===== config.mk =====
export PLATFORM = sky130hd
export DESIGN_NAME = rc_channel_frame_encoder
export DESIGN_NICKNAME = d
export VERILOG_FILES = /design/src/rtl/rcfe_pkg.sv /design/src/rtl/rcfe_tick_unit.sv /design/src/rtl/rcfe_crc8.sv /design/src/rtl/rc_channel_frame_encoder.sv
export SDC_FILE = /design/constraint.sdc
export NUM_CORES = 1
export LEC_CHECK = 0
export ABC_AREA = 1
export BUFFER_PORTS_ARGS = -buffer_cell sky130_fd_sc_hd__buf_2
export CORE_ASPECT_RATIO = 1.1
export CORE_MARGIN = 8
export CORE_UTILIZATION = 60
export CTS_CLUSTER_SIZE = 28
export DETAILED_ROUTE_END_ITERATION = 6
export PLACE_DENSITY = 0.77
export SYNTH_ARGS = -nofsm -noshare
export SYNTH_HDL_FRONTEND = slang
export SYNTH_SLANG_ARGS = --single-unit

===== constraint.sdc =====
create_clock -name clk -period 11.59 [get_ports clk]
set_clock_uncertainty 0.1 [all_clocks]
set_input_delay 0 -clock clk [delete_from_list [all_inputs] [get_ports clk]]
set_output_delay 0 -clock clk [all_outputs]
set_load 0.03 [all_outputs]

===== src/rtl/rcfe_pkg.sv =====
// shared types and constants of the rc channel frame encoder
package rcfe_pkg;

    // field widths
    localparam int PULSE_W   = 12;
    localparam int TICK_W    = 11;
    localparam int CHAN_W    = 4;
    localparam int NUM_CHANS = 16;
    localparam int PAYLOAD_W = NUM_CHANS * TICK_W;
    localparam int POS_W     = 5;

    // operation codes of an input word
    typedef enum logic [1:0] {
        OP_SET    = 2'd0,
        OP_CENTER = 2'd1,
        OP_SEND   = 2'd2,
        OP_NONE   = 2'd3
    } op_t;

    // configuration register indexes
    typedef enum logic [1:0] {
        REG_MIN    = 2'd0,
        REG_MAX    = 2'd1,
        REG_CENTER = 2'd2,
        REG_NONE   = 2'd3
    } reg_idx_t;

    // sequencer states
    typedef enum logic [2:0] {
        ST_IDLE = 3'b001,
        ST_CONV = 3'b010,
        ST_EMIT = 3'b100
    } state_t;

    // frame constants
    localparam logic [7:0] SYNC_BYTE   = 8'hC8;
    localparam logic [7:0] LENGTH_BYTE = 8'd24;
    localparam logic [7:0] TYPE_BYTE   = 8'h16;
    localparam logic [7:0] CRC_POLY    = 8'hD5;

    // byte positions within the frame
    localparam logic [POS_W-1:0] POS_SYNC     = 5'd0;
    localparam logic [POS_W-1:0] POS_LENGTH   = 5'd1;
    localparam logic [POS_W-1:0] POS_TYPE     = 5'd2;
    localparam logic [POS_W-1:0] POS_PAY_LAST = 5'd24;
    localparam logic [POS_W-1:0] POS_CRC      = 5'd25;

    // reset values
    localparam logic [PULSE_W-1:0] MIN_RESET    = 12'd1000;
    localparam logic [PULSE_W-1:0] MAX_RESET    = 12'd2000;
    localparam logic [PULSE_W-1:0] CENTER_RESET = 12'd1500;

endpackage


===== src/rtl/rcfe_tick_unit.sv =====
// shared pulse-to-tick converter with a registered reciprocal multiply
module rcfe_tick_unit
(
    input  logic                        clk,
    input  logic [rcfe_pkg::PULSE_W-1:0] pulse_us,
    output logic [rcfe_pkg::TICK_W-1:0]  ticks
);
    import rcfe_pkg::*;

    // pulses below this give a negative offset and map to zero ticks
    localparam logic [PULSE_W-1:0] PULSE_FLOOR = 12'd880;
    // 2*(8*us - 7040) + 5 = 16*us - 14075
    localparam logic [16:0]        OFFSET      = 17'd14075;
    // floor(x / 10) = (x * 0xCCCD) >> 19 for any 16-bit x
    localparam logic [15:0]        RECIP_10    = 16'hCCCD;
    localparam logic [12:0]        TICK_SAT    = 13'd2047;

    logic [16:0] scaled;
    logic [15:0] dividend;
    logic [31:0] prod_reg;
    logic        neg_reg;
    logic [12:0] quot;

    // rounding offset, then divide by ten through the reciprocal
    assign scaled   = {1'b0, pulse_us, 4'b0000} - OFFSET;
    assign dividend = scaled[15:0];

    always_ff @(posedge clk)
    begin
        prod_reg <= {16'h0000, dividend} * {16'h0000, RECIP_10};
        neg_reg  <= (pulse_us < PULSE_FLOOR);
    end

    // saturate at the top of the 11-bit range
    assign quot = prod_reg[31:19];

    always_comb
    begin
        if (neg_reg)
        begin
            ticks = '0;
        end
        else if (quot > TICK_SAT)
        begin
            ticks = TICK_SAT[TICK_W-1:0];
        end
        else
        begin
            ticks = quot[TICK_W-1:0];
        end
    end

endmodule


===== src/rtl/rcfe_crc8.sv =====
// running crc-8 over frame bytes, polynomial 0xd5, msb first
module rcfe_crc8
(
    input  logic       clk,
    input  logic       rst_n,
    input  logic       clear,
    input  logic       enable,
    input  logic [7:0] data_byte,
    output logic [7:0] crc
);
    import rcfe_pkg::*;

    logic [7:0] crc_reg;
    logic [7:0] crc_next;

    // eight shift steps of one byte
    always_comb
    begin
        logic [7:0] acc;
        acc = crc_reg ^ data_byte;
        for (int i = 0; i < 8; i++)
        begin
            if (acc[7])
            begin
                acc = {acc[6:0], 1'b0} ^ CRC_POLY;
            end
            else
            begin
                acc = {acc[6:0], 1'b0};
            end
        end
        crc_next = acc;
    end

    always_ff @(posedge clk or negedge rst_n)
    begin
        if (!rst_n)
        begin
            crc_reg <= '0;
        end
        else if (clear)
        begin
            crc_reg <= '0;
        end
        else if (enable)
        begin
            crc_reg <= crc_next;
        end
    end

    assign crc = crc_reg;

endmodule


===== src/rtl/rc_channel_frame_encoder.sv =====
// top level: channel store, frame sequencer and output register
//
// Keeps sixteen channel pulse widths and sends packed rc channel frames of
// 26 bytes (sync, length, type, 22 payload bytes, crc-8). A set-channel or
// center-all word is taken without leaving the idle state. A send word has
// the single shared tick converter walk through the sixteen channels one
// per cycle through its multiply register, then 26 bytes leave one
// per cycle when m_tready stays high; the input side is not ready from the
// send word until the last frame byte is loaded into the output register.
// Configuration writes are always accepted and apply from the next cycle.
module rc_channel_frame_encoder
(
    input  logic        clk,
    input  logic        rst_n,
    // configuration write channel
    input  logic        cfg_valid,
    output logic        cfg_ready,
    input  logic [1:0]  cfg_index,
    input  logic [11:0] cfg_data,
    // input words
    input  logic        s_tvalid,
    output logic        s_tready,
    input  logic [23:0] s_tdata,   // operation[1:0], channel_index[5:2], pulse_us[17:6], zeros
    // frame bytes
    output logic        m_tvalid,
    input  logic        m_tready,
    output logic [7:0]  m_tdata,   // frame_byte[7:0]
    output logic        m_tlast    // last_byte
);
    import rcfe_pkg::*;

    state_t                 state_reg, state_next;
    logic [POS_W-1:0]       cnt_reg, cnt_next;
    logic [POS_W-1:0]       pos_reg, pos_next;
    logic                   pipe_valid_reg, pipe_valid_next;
    logic [PAYLOAD_W-1:0]   payload_reg, payload_next;
    logic [PULSE_W-1:0]     chan_reg [NUM_CHANS];
    logic [PULSE_W-1:0]     min_reg, max_reg, center_reg;
    logic                   m_tvalid_reg, m_tvalid_next;
    logic [7:0]             m_tdata_reg, m_tdata_next;
    logic                   m_tlast_reg, m_tlast_next;

    op_t                    in_op;
    logic [CHAN_W-1:0]      in_chan;
    logic [PULSE_W-1:0]     in_pulse;
    logic [PULSE_W-1:0]     raised, clamped;
    logic                   in_accept;
    logic                   out_load;
    logic [TICK_W-1:0]      ticks;
    logic [7:0]             emit_byte;
    logic [7:0]             crc;
    logic                   crc_clear, crc_enable;

    // input word fields
    assign in_op     = op_t'(s_tdata[1:0]);
    assign in_chan   = s_tdata[5:2];
    assign in_pulse  = s_tdata[17:6];
    assign s_tready  = (state_reg == ST_IDLE);
    assign in_accept = s_tvalid && s_tready;
    assign cfg_ready = 1'b1;

    // clamp: raise to minimum first, then lower to maximum
    assign raised  = (in_pulse < min_reg) ? min_reg : in_pulse;
    assign clamped = (raised > max_reg) ? max_reg : raised;

    // configuration registers
    always_ff @(posedge clk or negedge rst_n)
    begin
        if (!rst_n)
        begin
            min_reg    <= MIN_RESET;
            max_reg    <= MAX_RESET;
            center_reg <= CENTER_RESET;
        end
        else if (cfg_valid && cfg_ready)
        begin
            case (reg_idx_t'(cfg_index))
                REG_MIN:    min_reg    <= cfg_data;
                REG_MAX:    max_reg    <= cfg_data;
                REG_CENTER: center_reg <= cfg_data;
                default:    ;
            endcase
        end
    end

    // channel store
    always_ff @(posedge clk or negedge rst_n)
    begin
        if (!rst_n)
        begin
            for (int i = 0; i < NUM_CHANS; i++)
            begin
                chan_reg[i] <= CENTER_RESET;
            end
        end
        else if (in_accept)
        begin
            case (in_op)
                OP_SET:
                begin
                    chan_reg[in_chan] <= clamped;
                end
                OP_CENTER:
                begin
                    for (int i = 0; i < NUM_CHANS; i++)
                    begin
                        chan_reg[i] <= center_reg;
                    end
                end
                default: ;
            endcase
        end
    end

    // shared converter, fed one channel per cycle
    rcfe_tick_unit u_tick
    (
        .clk      (clk),
        .pulse_us (chan_reg[cnt_reg[CHAN_W-1:0]]),
        .ticks    (ticks)
    );

    // byte for the current frame position
    always_comb
    begin
        case (pos_reg)
            POS_SYNC:   emit_byte = SYNC_BYTE;
            POS_LENGTH: emit_byte = LENGTH_BYTE;
            POS_TYPE:   emit_byte = TYPE_BYTE;
            POS_CRC:    emit_byte = crc;
            default:    emit_byte = payload_reg[7:0];
        endcase
    end

    assign out_load   = (state_reg == ST_EMIT) && (!m_tvalid_reg || m_tready);
    assign crc_clear  = in_accept && (in_op == OP_SEND);
    assign crc_enable = out_load && (pos_reg >= POS_TYPE) && (pos_reg <= POS_PAY_LAST);

    rcfe_crc8 u_crc
    (
        .clk       (clk),
        .rst_n     (rst_n),
        .clear     (crc_clear),
        .enable    (crc_enable),
        .data_byte (emit_byte),
        .crc       (crc)
    );

    // sequencer
    always_comb
    begin
        state_next      = state_reg;
        cnt_next        = cnt_reg;
        pos_next        = pos_reg;
        pipe_valid_next = 1'b0;
        payload_next    = payload_reg;
        m_tvalid_next   = m_tvalid_reg && !m_tready;
        m_tdata_next    = m_tdata_reg;
        m_tlast_next    = m_tlast_reg && !m_tready;

        // packed channels shift in from the top, channel 0 ends at bit 0
        if (pipe_valid_reg)
        begin
            payload_next = {ticks, payload_reg[PAYLOAD_W-1:TICK_W]};
        end

        case (state_reg)
            ST_IDLE:
            begin
                if (in_accept && (in_op == OP_SEND))
                begin
                    state_next = ST_CONV;
                    cnt_next   = '0;
                end
            end
            ST_CONV:
            begin
                if (cnt_reg == POS_W'(NUM_CHANS))
                begin
                    state_next = ST_EMIT;
                    pos_next   = POS_SYNC;
                end
                else
                begin
                    pipe_valid_next = 1'b1;
                    cnt_next        = cnt_reg + 1'b1;
                end
            end
            ST_EMIT:
            begin
                if (out_load)
                begin
                    m_tvalid_next = 1'b1;
                    m_tdata_next  = emit_byte;
                    m_tlast_next  = (pos_reg == POS_CRC);
                    pos_next      = pos_reg + 1'b1;
                    if ((pos_reg > POS_TYPE) && (pos_reg <= POS_PAY_LAST))
                    begin
                        payload_next = {8'h00, payload_reg[PAYLOAD_W-1:8]};
                    end
                    if (pos_reg == POS_CRC)
                    begin
                        state_next = ST_IDLE;
                        pos_next   = '0;
                    end
                end
            end
            default:
            begin
                state_next = ST_IDLE;
            end
        endcase
    end

    // control registers
    always_ff @(posedge clk or negedge rst_n)
    begin
        if (!rst_n)
        begin
            state_reg      <= ST_IDLE;
            cnt_reg        <= '0;
            pos_reg        <= '0;
            pipe_valid_reg <= 1'b0;
            m_tvalid_reg   <= 1'b0;
            m_tlast_reg    <= 1'b0;
        end
        else
        begin
            state_reg      <= state_next;
            cnt_reg        <= cnt_next;
            pos_reg        <= pos_next;
            pipe_valid_reg <= pipe_valid_next;
            m_tvalid_reg   <= m_tvalid_next;
            m_tlast_reg    <= m_tlast_next;
        end
    end

    // payload registers
    always_ff @(posedge clk)
    begin
        payload_reg <= payload_next;
        m_tdata_reg <= m_tdata_next;
    end

    assign m_tvalid = m_tvalid_reg;
    assign m_tdata  = m_tdata_reg;
    assign m_tlast  = m_tlast_reg;

    // a last marker only travels with a valid word
    assert property (@(posedge clk) disable iff (!rst_n)
        m_tlast_reg |-> m_tvalid_reg)
        else $error("last marker without valid word");

    // loading the crc byte marks the word as last and frees the input side
    assert property (@(posedge clk) disable iff (!rst_n)
        (out_load && (pos_reg == POS_CRC)) |=> (m_tlast_reg && s_tready))
        else $error("crc byte not marked last");

    // a send word starts the conversion walk at channel 0
    assert property (@(posedge clk) disable iff (!rst_n)
        (in_accept && (in_op == OP_SEND)) |=> ((state_reg == ST_CONV) && (cnt_reg == '0)))
        else $error("send word did not start conversion");

    // converter results only arrive during the conversion walk
    assert property (@(posedge clk) disable iff (!rst_n)
        pipe_valid_reg |-> (state_reg == ST_CONV))
        else $error("tick result outside conversion");

endmodule

* Word level (Yosys, flattened, before mapping)
Index checks and enable logic that the tools add are counted.
Storage, ports and cells: logic and storage cells 142, flip-flop bits (word level) 469, input port bits 43, output and inout port bits 12
Cells by class: $mul 1, bitwise gates (word level) 11, multiplexer cells 44, reductions and logical operators 27, magnitude comparators 10, $add $sub $neg 3, equality and inequality tests 16
Operators with widths (number):
- 176-bit 2-to-1 mux | 4
- 192-bit case mux with 2 select lines | 1
- 192-bit bitwise mux | 1
- 8-bit 2-to-1 mux | 10
- 12-bit 2-to-1 mux | 5
- 12-bit binary-select mux with 4-bit select | 1
- 12-bit demux with 4-bit select | 1
- 5-bit inverter | 8
- 16-bit by 16-bit multiplier with 32-bit output, second input constant | 1
- 8-bit case mux with 4 select lines | 1
- 5-bit 2-to-1 mux | 5
- 11-bit 2-to-1 mux | 2
- 5-bit case mux with 2 select lines | 2
- 16-bit by 14-bit subtractor with 16-bit output, second input constant | 1
- 13-bit by 11-bit > comparator with 1-bit output, second input constant | 1
- 12-bit > comparator | 1
- 12-bit by 10-bit < comparator with 1-bit output, second input constant | 1
- 12-bit < comparator | 1
- 3-bit 2-to-1 mux | 4
- 5-bit by 1-bit adder with 5-bit output, second input constant | 2
- 5-bit == test, second input constant | 2
- 5-bit >= comparator, second input constant | 2
- 4-bit inverter with 5-bit output | 2
- 2-bit AND reduction | 5
- 24 further kinds | 48

* Logic depth before layout (Yosys ltp)
Gate-level depths: netlist (run 1).
word-level depth 21, mapped depth 35, mapped depth without buffers 32

* Cells and area by module
A second synthesis (run 1) with hierarchy kept.
Second synthesis, totals: cells, all modules 3865, area total of the unflattened synthesis 28003.1 um^2
By module, submodules not included:
- rc_channel_frame_encoder | seq. area each 10034.6 um^2, cells an instance 3052, instances 1, area each 22133.7 um^2
- rcfe_tick_unit | seq. area each 280.3 um^2, cells an instance 699, instances 1, area each 5113.7 um^2
- rcfe_crc8 | seq. area each 200.2 um^2, cells an instance 114, instances 1, area each 755.7 um^2

* Worst setup path before layout (run 1)
Ideal clock, no wire load.
path type flip-flop to flip-flop, start point register cnt_reg[0], end point register u_tick.prod_reg[30], arrival time 6.480 ns, clock period less this slack 6.651 ns, required time 11.418 ns, setup slack 4.939 ns, path buffers 5, cell stages (with the launch flop) 31, library setup time 0.072 ns, path through dfrtp_1 > buf_4 > buf_6 > buf_4 > buf_2 > buf_2 > o21ai_0 > a21boi_0 > a2111oi_2 > nand2_1 > xor2_1 > ha_1 > ha_1 > inv_1 > fa_1 > inv_1 > fa_1 > fa_1 > inv_1 > fa_1 > inv_1 > ha_1 > nand4_1 > o221ai_1 > a21oi_1 > o21ai_0 > nand2_1 > nand2_1 > nand4_1 > nand3_1 > xor2_1
Between the ends: cells in the longest elaborated chain, start to end 6
RTL lines:
- start: declaration | RTL line rc_channel_frame_encoder.sv:33 | logic [POS_W-1:0] cnt_reg, cnt_next;
- start signal: assignment | RTL line rc_channel_frame_encoder.sv:230 | cnt_reg <= cnt_next;
- 4-bit inverter with 5-bit output (implied by the code) | RTL line rc_channel_frame_encoder.sv:119 | .pulse_us (chan_reg[cnt_reg[CHAN_W-1:0]]),
- 12-bit binary-select mux with 4-bit select | RTL line rc_channel_frame_encoder.sv:119
- 12-bit 2-to-1 mux (implied by the code) (2 in a row) | RTL line rc_channel_frame_encoder.sv:119
- 16-bit by 14-bit subtractor with 16-bit output | RTL line rcfe_tick_unit.sv:25 | assign scaled = {1'b0, pulse_us, 4'b0000} - OFFSET;
- 16-bit by 16-bit multiplier with 32-bit output | RTL line rcfe_tick_unit.sv:30 | prod_reg <= {16'h0000, dividend} * {16'h0000, RECIP_10};
- end signal: assignment | RTL line rcfe_tick_unit.sv:30
- end: declaration | RTL line rcfe_tick_unit.sv:20 | logic [31:0] prod_reg;
Every way passes these cells. The select of a mux whose other input is x is not followed. A chain may end at the register's enable or synchronous reset.

* Final worst setup path (run 1)
start point register cnt_reg[1], end point register u_tick.prod_reg[29]
Same word-level chain as after synthesis.

==> results of run 1 <==
==> critical path, delay by kind of cell (launching register included) <==
kind	cells	cell delay, ps
buffers and inverters	7	1670
adders and majority gates	8	3310
and+or+nand+nor	9	1620
DFF	1	500
xor gates and xnor gates	2	540
AOI/OAI and AO/OA	5	840
==> cell families (layout without fill, tap and decap cells) <==
kind of cell | count (synthesis) | in the layout
and+or+nand+nor | 1512 | 1512
adders and majority gates | 210 | 210
AOI/OAI and AO/OA | 728 | 728
DFF | 450 | 450
buffers and inverters | 588 | 558
xor gates and xnor gates | 31 | 31
other | 1 | 1
==> timing repair <==
action	4_1_cts	5_1_grt
hold buffers	24	0
gates resized for setup	0	0
setup buffers	0	0
setup endpoints to repair	0	0
hold endpoints to repair	195	0
==> per-layer routing <==
| metal | up-vias | track usage [%] |
|---|---|---|
| met1 | 11373 | 34.41 |
| met4 | 0 | 9.883 |
| met3 | 167 | 3.638 |
| li1 | 11416 | - |
| met5 | - | 0 |
| met2 | 919 | 43.03 |
==> path summary, 6_finish.rpt <==
path	to	startpoint	cells after the start	slack, ps
max in group asynchronous	chan_reg[101]	rst_n	3	9920
min reg2reg	max_reg[5]	max_reg[5]	2	390
min	max_reg[5]	rst_n	2	5
max reg2reg	u_tick.prod_reg[29]	cnt_reg[1]	31	2920
min in group clk	min_reg[7]	cfg_valid	3	110
max	u_tick.prod_reg[29]	cnt_reg[1]	31	2920
==> placed cells by master, fill, tap and decap left out, drive strengths merged, types with 62 or more instances in the layout <==
| cell type | netlist | layout |
|---|---|---|
| nand2 | 667 | 667 |
| nor2 | 558 | 558 |
| inv | 369 | 372 |
| a21oi | 241 | 241 |
| nand3 | 239 | 239 |
| dfxtp | 190 | 190 |
| a31oi | 184 | 184 |
| o21ai | 172 | 172 |
| ha | 148 | 148 |
| dfstp | 132 | 132 |
| dfrtp | 120 | 120 |
| a22oi | 96 | 96 |
| clkbuf | 158 | 79 |
| buf | 60 | 75 |
| fa | 62 | 62 |
==> area by class of cell <==
class	instances	area, sq um
fillers	3784	15290
multi-input cells	2482	13770
flip-flops and latches	450	10520
clock buffers	79	1608
inverters	370	1394
well taps	581	726.9
repair buffers	99	708.2
clock inverters	10	58.81
==> stage by stage <==
| stage | utilization [%] | hold slack, ps |
|---|---|---|
| 2_1_floorplan | - | -395.6 |
| 3_3_place_gp | 60.98 | 85.95 |
| 3_5_place_dp | 60.98 | 84.10 |
| 4_1_cts | 65.31 | 56.27 |
| 5_1_grt | 65.31 | 128.7 |
| 6_report | 65.31 | 4.812 |
==> metrics.cfg, run 1 <==
[grt]
grt_pass1_vias = 22907
grt_max_degree = 281
overflow = 0
grt_usage_pct = 26.04
antenna_found_initial = 1
grt_pass1_wl_mm = 113.1

[routing]
wire_per_inst_microns = 16.82
drc = 1
dr.pass1.iters = 7
drt_iter0_markers = 2516
wl_met2_mm = 32.39
postRouteAntennaNets = 0
wl_mm = 68.46
wl_met1_mm = 29.07
highest_layer = met4
vias = 23875
vias_per_cell = 5.865
route.met3.wl_mm = 4.753

[timing]
finalSetupViolCount = 0
slew_viol_final = 0
fmax_ghz = 0.1154
relSlewSlack_pct = 0.7557
hold_viol_final = 0
rsz0062_at_grt = false
layout_setup_ws_ps = 2923
layout_min_cycle_time_ps = 8667
max_slew.worst_pin.slew_ps = 1483
period_share_pct = 74.78
setup-tns-final_ps = 0

[floorplan]
die_width_microns = 216.7
die_height_microns = 236.8
core_sq_um = 44090
io_pins = 55
dieArea_sq_um = 51300
num_rows = 81
start_util_pct = 60.29

[synthesis]
yosys.area_share.xor_xnor_pct = 1.050
synth_top_area_share_pct = 14.31
synth_edf_count = 8
ys_top_cells_by_count = nand2_1, nor2_1, inv_1, a21oi_1, nand3_1
ys_seq_elements = 450
synth_most_common_cell = nand2_1
ys.flop_type = dfxtp_1
syn_avg_cell_area_sq_um = 7.551
synth_fa_ha_area_share_pct = 11.64
yosys-top-cells-area = dfxtp_1, dfstp_2, dfrtp_1
synthMuxAreaShare_pct = 0
yosysSeqAreaShare_pct = 39.56
ys_types = 59
synth_nets = 3773
ys_async_sr_fraction_pct = 56.00
synth-simple-area-share_pct = 23.15
yosysTopAreaCell = dfxtp_1
synthCells = 3520
synth_top_family_by_area = simple AND/OR/NAND/NOR gates
synth_area_sq_um = 26580
synth-compound-area-share_pct = 15.92
yosysWarnings = 0

[finish]
design_area_sq_um = 28790
largest_register_ffs = 192
syn_to_final_growth_pct = 8.318
drive_gt1_share_pct = 9.656
n_antenna_cell = 0
final_nets = 3704
final_cells = 4071

[cts]
cts_buffer_depth = 3
cts_buffers = 48
clock_sinks = 450
clk_pin_slew_worst_paths_ps = 60
cts_tree = built
clk_latency_ps = 590
htreeDepth = 2
cts_root_buf = clkbuf_16

[setup_path]
endpoint_kind = flop
path_class = flop to flop
crit_required_ps = 12000
slowest_delay_ps = 750
crit_arrival_ps = 9070
crit_path_max_fanout = 27
cp_slowest_cell = inv_1
cp-start-kind = flop

[place]
post-dp-hpwl_mm = 46.05
port_buffers = 47
placed_area_sq_um = 26880
post-place-ws_ps = 2997
placed_cells = 3958
gp_congestion = 0.9103

[hold_path]
hold_path_class = input pin to asynchronous set/reset pin

[outcome]
violations = DRC, capacitance limit
status = finished with violations

[run]
maxCapViolations = 1

Power of run 1 is left out: the tool's default activity adds up to more than one toggle a clock period on the data nets, which glitch-free logic cannot reach.
==> run 2, diff against run 1 <==
Clock period 11.59 ns to 8.5 ns, I/O delays scaled along.
==> run 2 against run 1 <==
The flow finishes with violations (hold timing); worst hold slack got worse by 22 ps; first-iteration DRC count is 1.7% higher; setup slack got worse by 2200 ps; maximum frequency rose by 12%; critical path depth down 2; sequential cell count unchanged; die area is the same; via count increased by 0.13%; critical endpoint is now u_tick.prod_reg[30].
==> metrics.cfg, run 2 (synthesis gave the netlist of run 1 again) <==
[timing]
slew_viol_final = 0
setup-tns-final_ps = 0
layout_setup_ws_ps = 754.3
period_share_pct = 91.13
hold_viol_final = 6
layout_min_cycle_time_ps = 7746
max_slew.worst_pin.slew_ps = 1412
finalSetupViolCount = 0
rsz0062_at_grt = false
fin_hold_ws_ps = -17.46
relSlewSlack_pct = 5.523
fmax_ghz = 0.1291

[cts]
cts_tree = built
cts_buffers = 48
htreeDepth = 2
clk_latency_ps = 590
cts_buffer_depth = 3
cts.repair.resized = 0
clock_sinks = 450
cts_root_buf = clkbuf_16
clk_pin_slew_worst_paths_ps = 60

[place]
port_buffers = 47
gp_congestion = 0.9117
post-dp-hpwl_mm = 47.01
post-place-ws_ps = 867.6
placed_cells = 3969

[setup_path]
cp-endpoint = u_tick.prod_reg[30]
cp_slowest_cell = or4_1
crit_arrival_ps = 8150
r2r-end = u_tick.prod_reg[30]
path_class = flop to flop
endpoint_kind = flop
reg2regPathDepth = 29
cp-start-kind = flop
crit_required_ps = 8910
crit_path_max_fanout = 19
ff2ff_setup_slack_ps = 750
r2r-start = cnt_reg[1]
cp-startpoint = cnt_reg[1]
cp_common_cell = inv_1
slowest_delay_ps = 680

[grt]
grt_usage_pct = 26.25
grt_pass1_wl_mm = 114.2
grt_pass1_vias = 23239
grt_max_degree = 208
antenna_found_initial = 0
overflow = 0

[finish]
drive_gt1_share_pct = 9.926
syn_to_final_growth_pct = 8.266
final_nets = 3713
nFillCells = 3761
final_cells = 4077
n_antenna_cell = 0
mostFrequentLayoutCells = nand2_1, nor2_1, inv_1, a21oi_1, nand3_1
largest_register_ffs = 192
final_common_cell = nand2_1

[floorplan]
num_rows = 81
dieArea_sq_um = 51300
die_width_microns = 216.7
io_pins = 55
die_height_microns = 236.8
start_util_pct = 60.29
core_sq_um = 44090

[routing]
vias_per_cell = 5.864
wl_met2_mm = 32.79
route.met3.wl_mm = 5.097
wl_mm = 68.84
drc = 0
wl_met1_mm = 28.63
highest_layer = met4
drt_iter0_markers = 2560
postRouteAntennaNets = 0
vias = 23907
dr.pass1.iters = 7
wire_per_inst_microns = 16.88

[run]
maxCapViolations = 0

[outcome]
violations = hold timing
status = finished with violations

[hold_path]
hold_path_class = input pin to asynchronous set/reset pin

-- run 2: cell count changes in the layout (fill, tap and decap cells not counted), sizes merged --
cell | previous run | this run
dlygate4sd3 | 24 | 21
clkbuf | 79 | 75
bufinv | 0 | 1
inv | 372 | 369
clkinv | 8 | 11
buf | 75 | 87
-- run 2: critical path: cells and delay by family, from the launching register on --
kind,cells,cell delay (ps)
flip-flops,1,400
buffers and inverters,7,1240
AO/OA/AOI/OAI,5,860
AND/OR/NAND/NOR,8,1610
XOR/XNOR,2,460
adder cells (fa/ha/maj),7,2990
-- run 2: how the worst min path moves through the flow --
stage                    start             to  depth (start not counted)
floorplan                rst_n  center_reg[0]                          0
global placement         rst_n     max_reg[5]                          1
detailed placement       rst_n     max_reg[5]                          1
CTS                      rst_n   chan_reg[17]                          2
global route        s_tdata[1]   u_crc.crc[0]                          4
finish                   rst_n     max_reg[5]                          2
-- run 2: cell type report --
class / instances / area [sq um] / area share [%]
multi-input combinational: 2482 / 13770 / 47.87
sequential: 450 / 10520 / 36.56
clock buffer: 75 / 1484 / 5.157
inverter: 370 / 1394 / 4.843
timing repair buffer: 108 / 793.3 / 2.757
tap: 581 / 726.9 / 2.526
clock inverter: 11 / 83.83 / 0.2913
-- run 2: through the flow --
step | util (%) | instance area, sq um
floorplan | - | 26580
global route | 65.28 | 28780
global placement | 61.23 | 26990
detailed placement | 61.23 | 26990
finish | 65.28 | 28780
CTS | 65.26 | 28770
-- run 2: layer usage --
metal	track usage [%]	up-vias
li1	-	11430
met1	34.02	11355
met2	43.73	926
met3	4.608	196
met4	9.391	0
met5	0	-
-- run 2: what timing repair did --
| item | CTS | global route |
|---|---|---|
| buffers inserted | 0 | 0 |
| hold endpoints to repair | 170 | 0 |
| endpoints found under the setup margin | 0 | 0 |
| hold buffers | 21 | 0 |
Power of run 2 is left out for the same reason.
